`src/crc_checked_frame_receiver_defines.svh`:
```
// assertion macros for the crc checked frame receiver
`ifndef CRC_CHECKED_FRAME_RECEIVER_DEFINES_SVH
`define CRC_CHECKED_FRAME_RECEIVER_DEFINES_SVH

// same-cycle implication, sampled on clk, off during rst
`define CCFR_ASSERT_IMPLIES(label, ante, cons) \
  label: assert property (@(posedge clk) disable iff (rst) (ante) |-> (cons)) \
    else $error("ccfr assertion failed");

// next-cycle implication, sampled on clk, off during rst
`define CCFR_ASSERT_NEXT(label, ante, cons) \
  label: assert property (@(posedge clk) disable iff (rst) (ante) |=> (cons)) \
    else $error("ccfr assertion failed");

`endif

```
`src/ccfr_pkg.sv`:
```
// shared types, constants and the crc-32 byte update for the frame receiver
package ccfr_pkg;

  localparam int OVERHEAD_BYTES = 16;
  localparam int CFG_INDEX_W    = 8;

  localparam logic [31:0] CRC_POLY = 32'hEDB88320;
  localparam logic [31:0] CRC_INIT = 32'hFFFFFFFF;

  localparam logic [15:0] HEADER_WORD_RESET = 16'h0000;
  localparam logic [15:0] MAX_LEN_RESET     = 16'd1024;

  localparam logic [CFG_INDEX_W-1:0] CFG_HEADER_WORD = 8'd0;
  localparam logic [CFG_INDEX_W-1:0] CFG_MAX_LEN     = 8'd1;

  localparam logic KIND_PAYLOAD   = 1'b0;
  localparam logic KIND_FRAME_END = 1'b1;

  localparam logic STATUS_OK      = 1'b0;
  localparam logic STATUS_CRC_ERR = 1'b1;

  localparam logic [1:0] HDR_NONE  = 2'd0;
  localparam logic [1:0] HDR_FIRST = 2'd1;
  localparam logic [1:0] HDR_BOTH  = 2'd2;

  typedef struct packed {
    logic [15:0] header_word;
    logic [15:0] max_frame_length;
  } cfg_t;

  typedef struct packed {
    logic        kind;
    logic [7:0]  payload_byte;
    logic        status;
    logic [7:0]  version;
    logic [7:0]  frame_number;
    logic [15:0] frame_length;
    logic [7:0]  source_address;
    logic [7:0]  destination_address;
    logic [31:0] command_word;
    logic        end_of_frame;
  } result_t;

  function automatic logic [31:0] crc_byte(input logic [31:0] crc_in, input logic [7:0] b);
    logic [31:0] c;
    c = crc_in ^ {24'h000000, b};
    for (int i = 0; i < 8; i++) begin
      if (c[0]) begin
        c = (c >> 1) ^ CRC_POLY;
      end else begin
        c = c >> 1;
      end
    end
    return c;
  endfunction

endpackage

```
`src/crc_checked_frame_receiver.sv`:
```
// top level: byte stream deframer with crc-32 check
// a result is presented from the result register, after the beat that causes it has passed the input register
// throughput: one byte beat per cycle while the result register is not stalled, set by the byte-wide crc update
// a stalled result register holds one result while the input register takes one more beat
// reset: synchronous rst clears the parser state, crc to all ones and config to defaults
`include "crc_checked_frame_receiver_defines.svh"
module crc_checked_frame_receiver (
  input  logic                              clk,
  input  logic                              rst,
  input  logic                              s_tvalid,
  output logic                              s_tready,
  input  logic [7:0]                        s_tdata,   // data_byte
  output logic                              m_tvalid,
  input  logic                              m_tready,
  // payload_byte, status, version, frame_number, frame_length,
  // source_address, destination_address, command_word, zero fill
  output logic [95:0]                       m_tdata,
  output logic                              m_tuser,   // kind
  output logic                              m_tlast,   // end_of_frame
  input  logic                              cfg_valid,
  output logic                              cfg_ready,
  input  logic [ccfr_pkg::CFG_INDEX_W-1:0]  cfg_index,
  input  logic [15:0]                       cfg_data
);

  ccfr_pkg::cfg_t    cfg;
  ccfr_pkg::result_t res;
  logic              in_valid;
  logic [7:0]        in_byte;
  logic              take;

  ccfr_cfg u_cfg (
    .clk       (clk),
    .rst       (rst),
    .cfg_valid (cfg_valid),
    .cfg_ready (cfg_ready),
    .cfg_index (cfg_index),
    .cfg_data  (cfg_data),
    .cfg       (cfg)
  );

  ccfr_in_reg u_in_reg (
    .clk      (clk),
    .rst      (rst),
    .s_tvalid (s_tvalid),
    .s_tready (s_tready),
    .s_tdata  (s_tdata),
    .in_valid (in_valid),
    .in_byte  (in_byte),
    .take     (take)
  );

  ccfr_parser u_parser (
    .clk       (clk),
    .rst       (rst),
    .cfg       (cfg),
    .in_valid  (in_valid),
    .in_byte   (in_byte),
    .take      (take),
    .out_valid (m_tvalid),
    .out_ready (m_tready),
    .out_data  (res)
  );

  assign m_tdata = {7'b0000000, res.command_word, res.destination_address,
                    res.source_address, res.frame_length, res.frame_number,
                    res.version, res.status, res.payload_byte};
  assign m_tuser = res.kind;
  assign m_tlast = res.end_of_frame;

  `CCFR_ASSERT_IMPLIES(a_last_is_frame_end, m_tvalid, m_tlast == m_tuser)
  `CCFR_ASSERT_IMPLIES(a_payload_fields_zero, m_tvalid && (m_tuser == ccfr_pkg::KIND_PAYLOAD),
                       m_tdata[95:8] == 88'd0)
  `CCFR_ASSERT_IMPLIES(a_stall_only_when_full, !s_tready, in_valid && !take)
  `CCFR_ASSERT_NEXT(a_stalled_input_kept, in_valid && !take, in_valid)

endmodule

```
`src/ccfr_cfg.sv`:
```
// configuration registers: header word and maximum frame length
module ccfr_cfg (
  input  logic                              clk,
  input  logic                              rst,
  input  logic                              cfg_valid,
  output logic                              cfg_ready,
  input  logic [ccfr_pkg::CFG_INDEX_W-1:0]  cfg_index,
  input  logic [15:0]                       cfg_data,
  output ccfr_pkg::cfg_t                    cfg
);

  assign cfg_ready = 1'b1;

  always_ff @(posedge clk) begin
    if (rst) begin
      cfg.header_word      <= ccfr_pkg::HEADER_WORD_RESET;
      cfg.max_frame_length <= ccfr_pkg::MAX_LEN_RESET;
    end else if (cfg_valid && cfg_ready) begin
      if (cfg_index == ccfr_pkg::CFG_HEADER_WORD) begin
        cfg.header_word <= cfg_data;
      end else if (cfg_index == ccfr_pkg::CFG_MAX_LEN) begin
        cfg.max_frame_length <= cfg_data;
      end
    end
  end

endmodule

```
`src/ccfr_in_reg.sv`:
```
// input register stage for received byte beats
module ccfr_in_reg (
  input  logic       clk,
  input  logic       rst,
  input  logic       s_tvalid,
  output logic       s_tready,
  input  logic [7:0] s_tdata,
  output logic       in_valid,
  output logic [7:0] in_byte,
  input  logic       take
);

  assign s_tready = !in_valid || take;

  always_ff @(posedge clk) begin
    if (rst) begin
      in_valid <= 1'b0;
    end else if (s_tvalid && s_tready) begin
      in_valid <= 1'b1;
    end else if (take) begin
      in_valid <= 1'b0;
    end
  end

  always_ff @(posedge clk) begin
    if (s_tvalid && s_tready) begin
      in_byte <= s_tdata;
    end
  end

endmodule

```
`src/ccfr_parser.sv`:
```
// frame parser: header hunt, field capture, crc update and result register
module ccfr_parser (
  input  logic              clk,
  input  logic              rst,
  input  ccfr_pkg::cfg_t    cfg,
  input  logic              in_valid,
  input  logic [7:0]        in_byte,
  output logic              take,
  output logic              out_valid,
  input  logic              out_ready,
  output ccfr_pkg::result_t out_data
);

  logic [1:0]  hdr_matched, hdr_matched_next;
  logic [15:0] byte_pos, byte_pos_next;
  logic [15:0] exp_len, exp_len_next;
  logic [31:0] crc, crc_next;
  logic [31:0] cap_crc, cap_crc_next;
  logic [7:0]  cap_version, cap_version_next;
  logic [7:0]  cap_number, cap_number_next;
  logic [7:0]  cap_source, cap_source_next;
  logic [7:0]  cap_dest, cap_dest_next;
  logic [31:0] cap_command, cap_command_next;

  logic              res_valid;
  ccfr_pkg::result_t res;

  logic [7:0]  want;
  logic [15:0] len_new;
  logic [15:0] pos_inc;
  logic [16:0] pos_plus4;
  logic [16:0] pos_plus1;
  logic [31:0] crc_upd;
  logic [31:0] final_crc;

  assign take      = in_valid && (!out_valid || out_ready);
  assign want      = (hdr_matched == ccfr_pkg::HDR_NONE) ? cfg.header_word[15:8]
                                                         : cfg.header_word[7:0];
  assign len_new   = {exp_len[15:8], in_byte};
  assign pos_inc   = byte_pos + 16'd1;
  assign pos_plus4 = {1'b0, byte_pos} + 17'd4;
  assign pos_plus1 = {1'b0, byte_pos} + 17'd1;
  assign crc_upd   = ccfr_pkg::crc_byte(crc, in_byte);
  assign final_crc = crc ^ ccfr_pkg::CRC_INIT;

  always_comb begin
    hdr_matched_next = hdr_matched;
    byte_pos_next    = byte_pos;
    exp_len_next     = exp_len;
    crc_next         = crc;
    cap_crc_next     = cap_crc;
    cap_version_next = cap_version;
    cap_number_next  = cap_number;
    cap_source_next  = cap_source;
    cap_dest_next    = cap_dest;
    cap_command_next = cap_command;
    res_valid        = 1'b0;
    res              = '0;

    if (hdr_matched != ccfr_pkg::HDR_BOTH) begin
      if (in_byte == want) begin
        if (hdr_matched == ccfr_pkg::HDR_FIRST) begin
          hdr_matched_next = ccfr_pkg::HDR_BOTH;
          byte_pos_next    = 16'd2;
          crc_next         = ccfr_pkg::CRC_INIT;
          cap_crc_next     = '0;
        end else begin
          hdr_matched_next = ccfr_pkg::HDR_FIRST;
        end
      end else begin
        hdr_matched_next = ccfr_pkg::HDR_NONE;
      end
    end else begin
      byte_pos_next = pos_inc;
      priority if (byte_pos == 16'd2) begin
        cap_version_next = in_byte;
      end else if (byte_pos < 16'd6) begin
        crc_next = crc_upd;
        priority if (byte_pos == 16'd3) begin
          cap_number_next = in_byte;
        end else if (byte_pos == 16'd4) begin
          exp_len_next = {in_byte, 8'h00};
        end else begin
          exp_len_next = len_new;
          if (len_new < 16'(ccfr_pkg::OVERHEAD_BYTES) || len_new > cfg.max_frame_length) begin
            hdr_matched_next = ccfr_pkg::HDR_NONE;
            byte_pos_next    = '0;
          end
        end
      end else if (pos_plus4 < {1'b0, exp_len}) begin
        crc_next = crc_upd;
        priority if (byte_pos == 16'd6) begin
          cap_source_next = in_byte;
        end else if (byte_pos == 16'd7) begin
          cap_dest_next = in_byte;
        end else if (byte_pos < 16'd12) begin
          cap_command_next = {cap_command[23:0], in_byte};
        end else begin
          res_valid        = 1'b1;
          res.kind         = ccfr_pkg::KIND_PAYLOAD;
          res.payload_byte = in_byte;
        end
      end else begin
        cap_crc_next = {cap_crc[23:0], in_byte};
        if (pos_plus1 >= {1'b0, exp_len}) begin
          res_valid               = 1'b1;
          res.kind                = ccfr_pkg::KIND_FRAME_END;
          res.status              = (final_crc != cap_crc_next) ? ccfr_pkg::STATUS_CRC_ERR
                                                                : ccfr_pkg::STATUS_OK;
          res.version             = cap_version;
          res.frame_number        = cap_number;
          res.frame_length        = exp_len;
          res.source_address      = cap_source;
          res.destination_address = cap_dest;
          res.command_word        = cap_command;
          res.end_of_frame        = 1'b1;
          hdr_matched_next        = ccfr_pkg::HDR_NONE;
          byte_pos_next           = '0;
        end
      end
    end
  end

  always_ff @(posedge clk) begin
    if (rst) begin
      hdr_matched <= ccfr_pkg::HDR_NONE;
      byte_pos    <= '0;
      exp_len     <= '0;
      crc         <= ccfr_pkg::CRC_INIT;
      cap_crc     <= '0;
      cap_version <= '0;
      cap_number  <= '0;
      cap_source  <= '0;
      cap_dest    <= '0;
      cap_command <= '0;
      out_valid   <= 1'b0;
    end else begin
      if (take) begin
        hdr_matched <= hdr_matched_next;
        byte_pos    <= byte_pos_next;
        exp_len     <= exp_len_next;
        crc         <= crc_next;
        cap_crc     <= cap_crc_next;
        cap_version <= cap_version_next;
        cap_number  <= cap_number_next;
        cap_source  <= cap_source_next;
        cap_dest    <= cap_dest_next;
        cap_command <= cap_command_next;
      end
      if (take && res_valid) begin
        out_valid <= 1'b1;
      end else if (out_ready) begin
        out_valid <= 1'b0;
      end
    end
  end

  always_ff @(posedge clk) begin
    if (take && res_valid) begin
      out_data <= res;
    end
  end

endmodule
```
`config.mk`:
```
export PLATFORM = sky130hd
export DESIGN_NAME = crc_checked_frame_receiver
export DESIGN_NICKNAME = d
export VERILOG_FILES = /design/src/ccfr_pkg.sv /design/src/crc_checked_frame_receiver.sv /design/src/ccfr_cfg.sv /design/src/ccfr_in_reg.sv /design/src/ccfr_parser.sv
export VERILOG_INCLUDE_DIRS = /design/src /design/src/src
export SDC_FILE = /design/constraint.sdc
export NUM_CORES = 1
export LEC_CHECK = 0
export ABC_AREA = 1
export CELL_PAD_IN_SITES_DETAIL_PLACEMENT = 1
export CELL_PAD_IN_SITES_GLOBAL_PLACEMENT = 2
export CORE_UTILIZATION = 35
export CTS_CLUSTER_SIZE = 28
export DETAILED_ROUTE_END_ITERATION = 8
export DONT_BUFFER_PORTS = 1
export MAX_ROUTING_LAYER = met4
export PLACE_DENSITY_LB_ADDON = 0.1
export SYNTH_ARGS = -nofsm -noshare
export SYNTH_HDL_FRONTEND = slang
export SYNTH_SLANG_ARGS = --single-unit
```
`constraint.sdc`:
```
create_clock -name clk -period 4.55 [get_ports clk]
set_input_delay 0.91 -clock clk [delete_from_list [all_inputs] [get_ports clk]]
set_output_delay 0.91 -clock clk [all_outputs]
set_load 0.03 [all_outputs]
```
==> results.py <==
metrics = {
    "detailed_routing": {
        "wl_per_cell_um": 19.32,
        "drc": 0,
        "vias": 10790,
        "first_pass_iters": 4,
        "antenna_left": 0,
        "vias_per_cell": 4.888,
        "drt_iter0_drc": 440,
        "wl_mm": 42.65,
    },
    "floorplan": {
        "std_cell_rows": 73,
        "dieArea_um2": 41310,
        "core_um2": 39820,
        "ios": 138,
        "die_width_um": 203.3,
        "die_h_um": 203.3,
        "initial_core_util_pct": 35.60,
    },
    "yosys": {
        "synth_ff_type": "dfxtp_1",
        "synth_warnings": 0,
        "synth_edf_count": 99,
        "synth_compound_gate_area_share_pct": 12.65,
        "synth.distinct_cells": 50,
        "yosys.area.top_type": "dfxtp_1",
        "async_flop_share_pct": 0,
        "synth_fa_ha_area_share_pct": 5.296,
        "synth_top_area_share_pct": 26.55,
        "synthSimpleGateAreaFrac_pct": 18.25,
        "muxShareOfSynthArea_pct": 0.07061,
        "syn_area_per_cell_um2": 8.484,
        "synth_area_um2": 14180,
        "ys_ff_latch": 287,
        "synth_cells": 1671,
        "ys_seq_area_share_pct": 47.52,
        "synth.area.top_cells": "dfxtp_1, edfxtp_1, nand2_1",
        "synthXorXnorAreaFrac_pct": 7.405,
        "synth_top_family_by_area": "simple AND/OR/NAND/NOR gates",
    },
    "clocking": {
        "cts_hold_buf": 0,
        "cts_sinks": 287,
        "tritoncts": "built",
        "cts_buffers": 35,
        "htreeDepth": 2,
        "clk-insertion-delay-late_ps": 560,
        "clk_pin_slew_ps": 60,
        "cts_setup_buffers": 0,
        "ctsResizeCount": 0,
        "root_buffer": "clkbuf_16",
        "clockBufferDepth": 3,
    },
    "layout": {
        "drive_gt1_share_pct": 7.747,
        "num-fill-cells": 4737,
        "area.sequential_um2": 6736,
        "nNetsFinal": 1750,
        "areaGrowthSynthToFinish_pct": 10.63,
        "fin_util_pct": 39.38,
        "layout.cells.non_filler": 2207,
        "multi_input_area_um2": 6221,
        "final_area_um2": 15680,
    },
    "placement": {
        "port_buffers": 0,
        "dpl.hpwl_mm": 30.19,
        "gp_congestion": 0.8390,
        "placed_area_um2": 14620,
        "dpl_worst_slack_ps": 389.7,
        "dp_cells": 2141,
    },
    "timing": {
        "period_needed_ps": 4158,
        "worstMarginPinSlew_ps": 1134,
        "finalWorstSetupSlack_ps": 392.4,
        "report.final.hold_viol_count": 0,
        "skew_ps": 22.49,
        "holdWs_ps": 443.7,
        "slew_viol_final": 0,
        "relSlewSlack_pct": 24.19,
        "tns_ps": 0,
        "finalSetupViolations": 0,
        "max_freq_ghz": 0.2405,
        "period_share_pct": 91.37,
        "rsz0062_at_grt": "false",
    },
    "power": {
        "netSwitchingPower_mw": 1.358,
        "ir_drop_mv": 0.2030,
        "clockPowerShare_pct": 46.7,
        "internal_power_mw": 4.232,
        "p_comb_share_pct": 5.5,
        "power_leakage_nw": 5.683,
        "power.density_nw_per_um2": 356.4,
        "p_seq_share_pct": 47.7,
        "swShare_pct": 24.29,
        "total_power_mw": 5.589,
    },
    "grt": {
        "antenna_found_initial": 2,
        "gr-total-overflow": 0,
        "first_global_vias": 11100,
        "grt_max_degree": 80,
        "grt_pass1_wl_mm": 66.16,
        "track_usage_pct": 21.70,
    },
    "worst_setup_path": {
        "worstPathRequired_ps": 4770,
        "cp_num_buf_inv": 5,
        "crit_start": "u_parser.byte_pos[4]$_SDFFE_PP0P_",
        "critPathArrivalTime_ps": 4380,
        "path_cells": "nand2_1 > nor3_1 > inv_1 > nor2_1 > xor2_1 > ha_1 > nand2_1 > inv_1 > nand2_1 > nand2_1 > nand2_1 > nand3_1 > nand2_1 > nand3_2 > inv_1 > nand4_1 > nand2_1 > nand2_1 > clkinvlp_4 > buf_12",
        "worstPathMaxFanout": 45,
        "crit_slowest_cell": "nor3_1",
        "critPathTopFamily": "simple AND/OR/NAND/NOR gates",
        "endpoint_kind": "flip-flop",
        "crit_top_cell": "nand2_1",
        "r2r_start": "u_parser.byte_pos[4]$_SDFFE_PP0P_",
        "slowest_delay_ps": 710,
        "cp-start-kind": "flip-flop",
        "critPathKind": "flip-flop to flip-flop",
    },
    "status": {
        "outcome": "finished clean",
    },
    "hold_path": {
        "hp-start": "s_tdata[2]",
        "hold_path.class": "primary input to flip-flop",
    },
    "run": {
        "drv_cap": 0,
    },
}
[routing by layer]
layer  vias up  track usage [%]  routed length [um]
li1       5415                -                   -
met1      5157            28.51               20640
met2       155            34.36               19490
met3        61            3.979                1666
met4         0            5.424                 850
met5         -                -                   0
[state kept, by name, summed over array words and instances, names as in the netlist, 16 cells and up]
register / cells
u_parser.out_data: 91
u_cfg.cfg: 32
u_parser.byte_pos: 16
u_parser.exp_len: 16
u_parser.crc: 32
u_parser.cap_command: 32
u_parser.cap_crc: 24
[cell usage after synthesis (16+ instances only)]
cell / number
nor2_1: 181
nand3_1: 78
ha_1: 60
nand4_1: 19
inv_1: 185
clkbuf_1: 33
dfxtp_1: 188
o21ai_0: 131
a21oi_1: 180
xnor2_1: 21
edfxtp_1: 99
buf_2: 28
a211oi_1: 16
xor2_1: 82
nand2_1: 246
[power by group through the flow]
stage	combinational, mW	clock (mW)	sequential [mW]
floorplan	0.258	0	2.70
global placement	0.306	0	2.72
detailed placement	0.312	0	2.72
CTS	0.314	2.71	2.67
global route	0.351	2.80	2.67
finish	0.309	2.61	2.67
[path summary, 6_finish.rpt]
path              slack (ps)                             endpoint  depth (start not counted)
setup / recovery         390  u_parser.out_data[35]$_SDFFCE_PP0P_                         20
hold / removal           440        u_in_reg.in_byte[2]$_DFFE_PP_                          0
hold reg to reg          450           u_cfg.cfg[21]$_SDFFE_PP0P_                          2
setup reg to reg         390  u_parser.out_data[35]$_SDFFCE_PP0P_                         20
[layout by cell type (no fill, tap or decap), drive strengths merged]
cell type | netlist | routed
and2 | 1 | 1
diode | 0 | 4
dfxtp | 188 | 188
xnor2 | 22 | 22
nand4 | 20 | 20
clkbuf | 34 | 51
conb | 2 | 8
a21oi | 181 | 181
nor3b | 2 | 2
nand3 | 83 | 83
buf | 55 | 28
nor2 | 188 | 188
or2 | 9 | 9
ha | 60 | 60
xor2 | 88 | 88
a21o | 4 | 4
nor3 | 9 | 9
and3 | 1 | 1
mux2i | 1 | 1
nand2 | 261 | 261
a211oi | 16 | 16
o21bai | 2 | 2
edfxtp | 99 | 99
clkinv | 3 | 12
clkinvlp | 0 | 2
inv | 194 | 194
o211ai | 1 | 1
o21ai | 139 | 139
nor4 | 8 | 8
[logic make-up (layout without fill, tap and decap cells)]
logic type,count (synthesis),in the layout
other,2,12
and+or+nand+nor,582,582
muxes,1,1
adders and majority gates,60,60
DFF,287,287
buffers and inverters,286,287
xor gates and xnor gates,110,110
AOI/OAI and AO/OA,343,343
[final cells by class]
class	count	area share (%)
repair buffers	28	1.659
clock inverters	11	0.5665
diodes	4	0.06383
well taps	525	4.189
clock buffers	51	6.159
inverters	197	4.739
multi-input cells	1104	39.67
flip-flops and latches	287	42.96
Note: power is estimated with default switching activity, not from simulation.
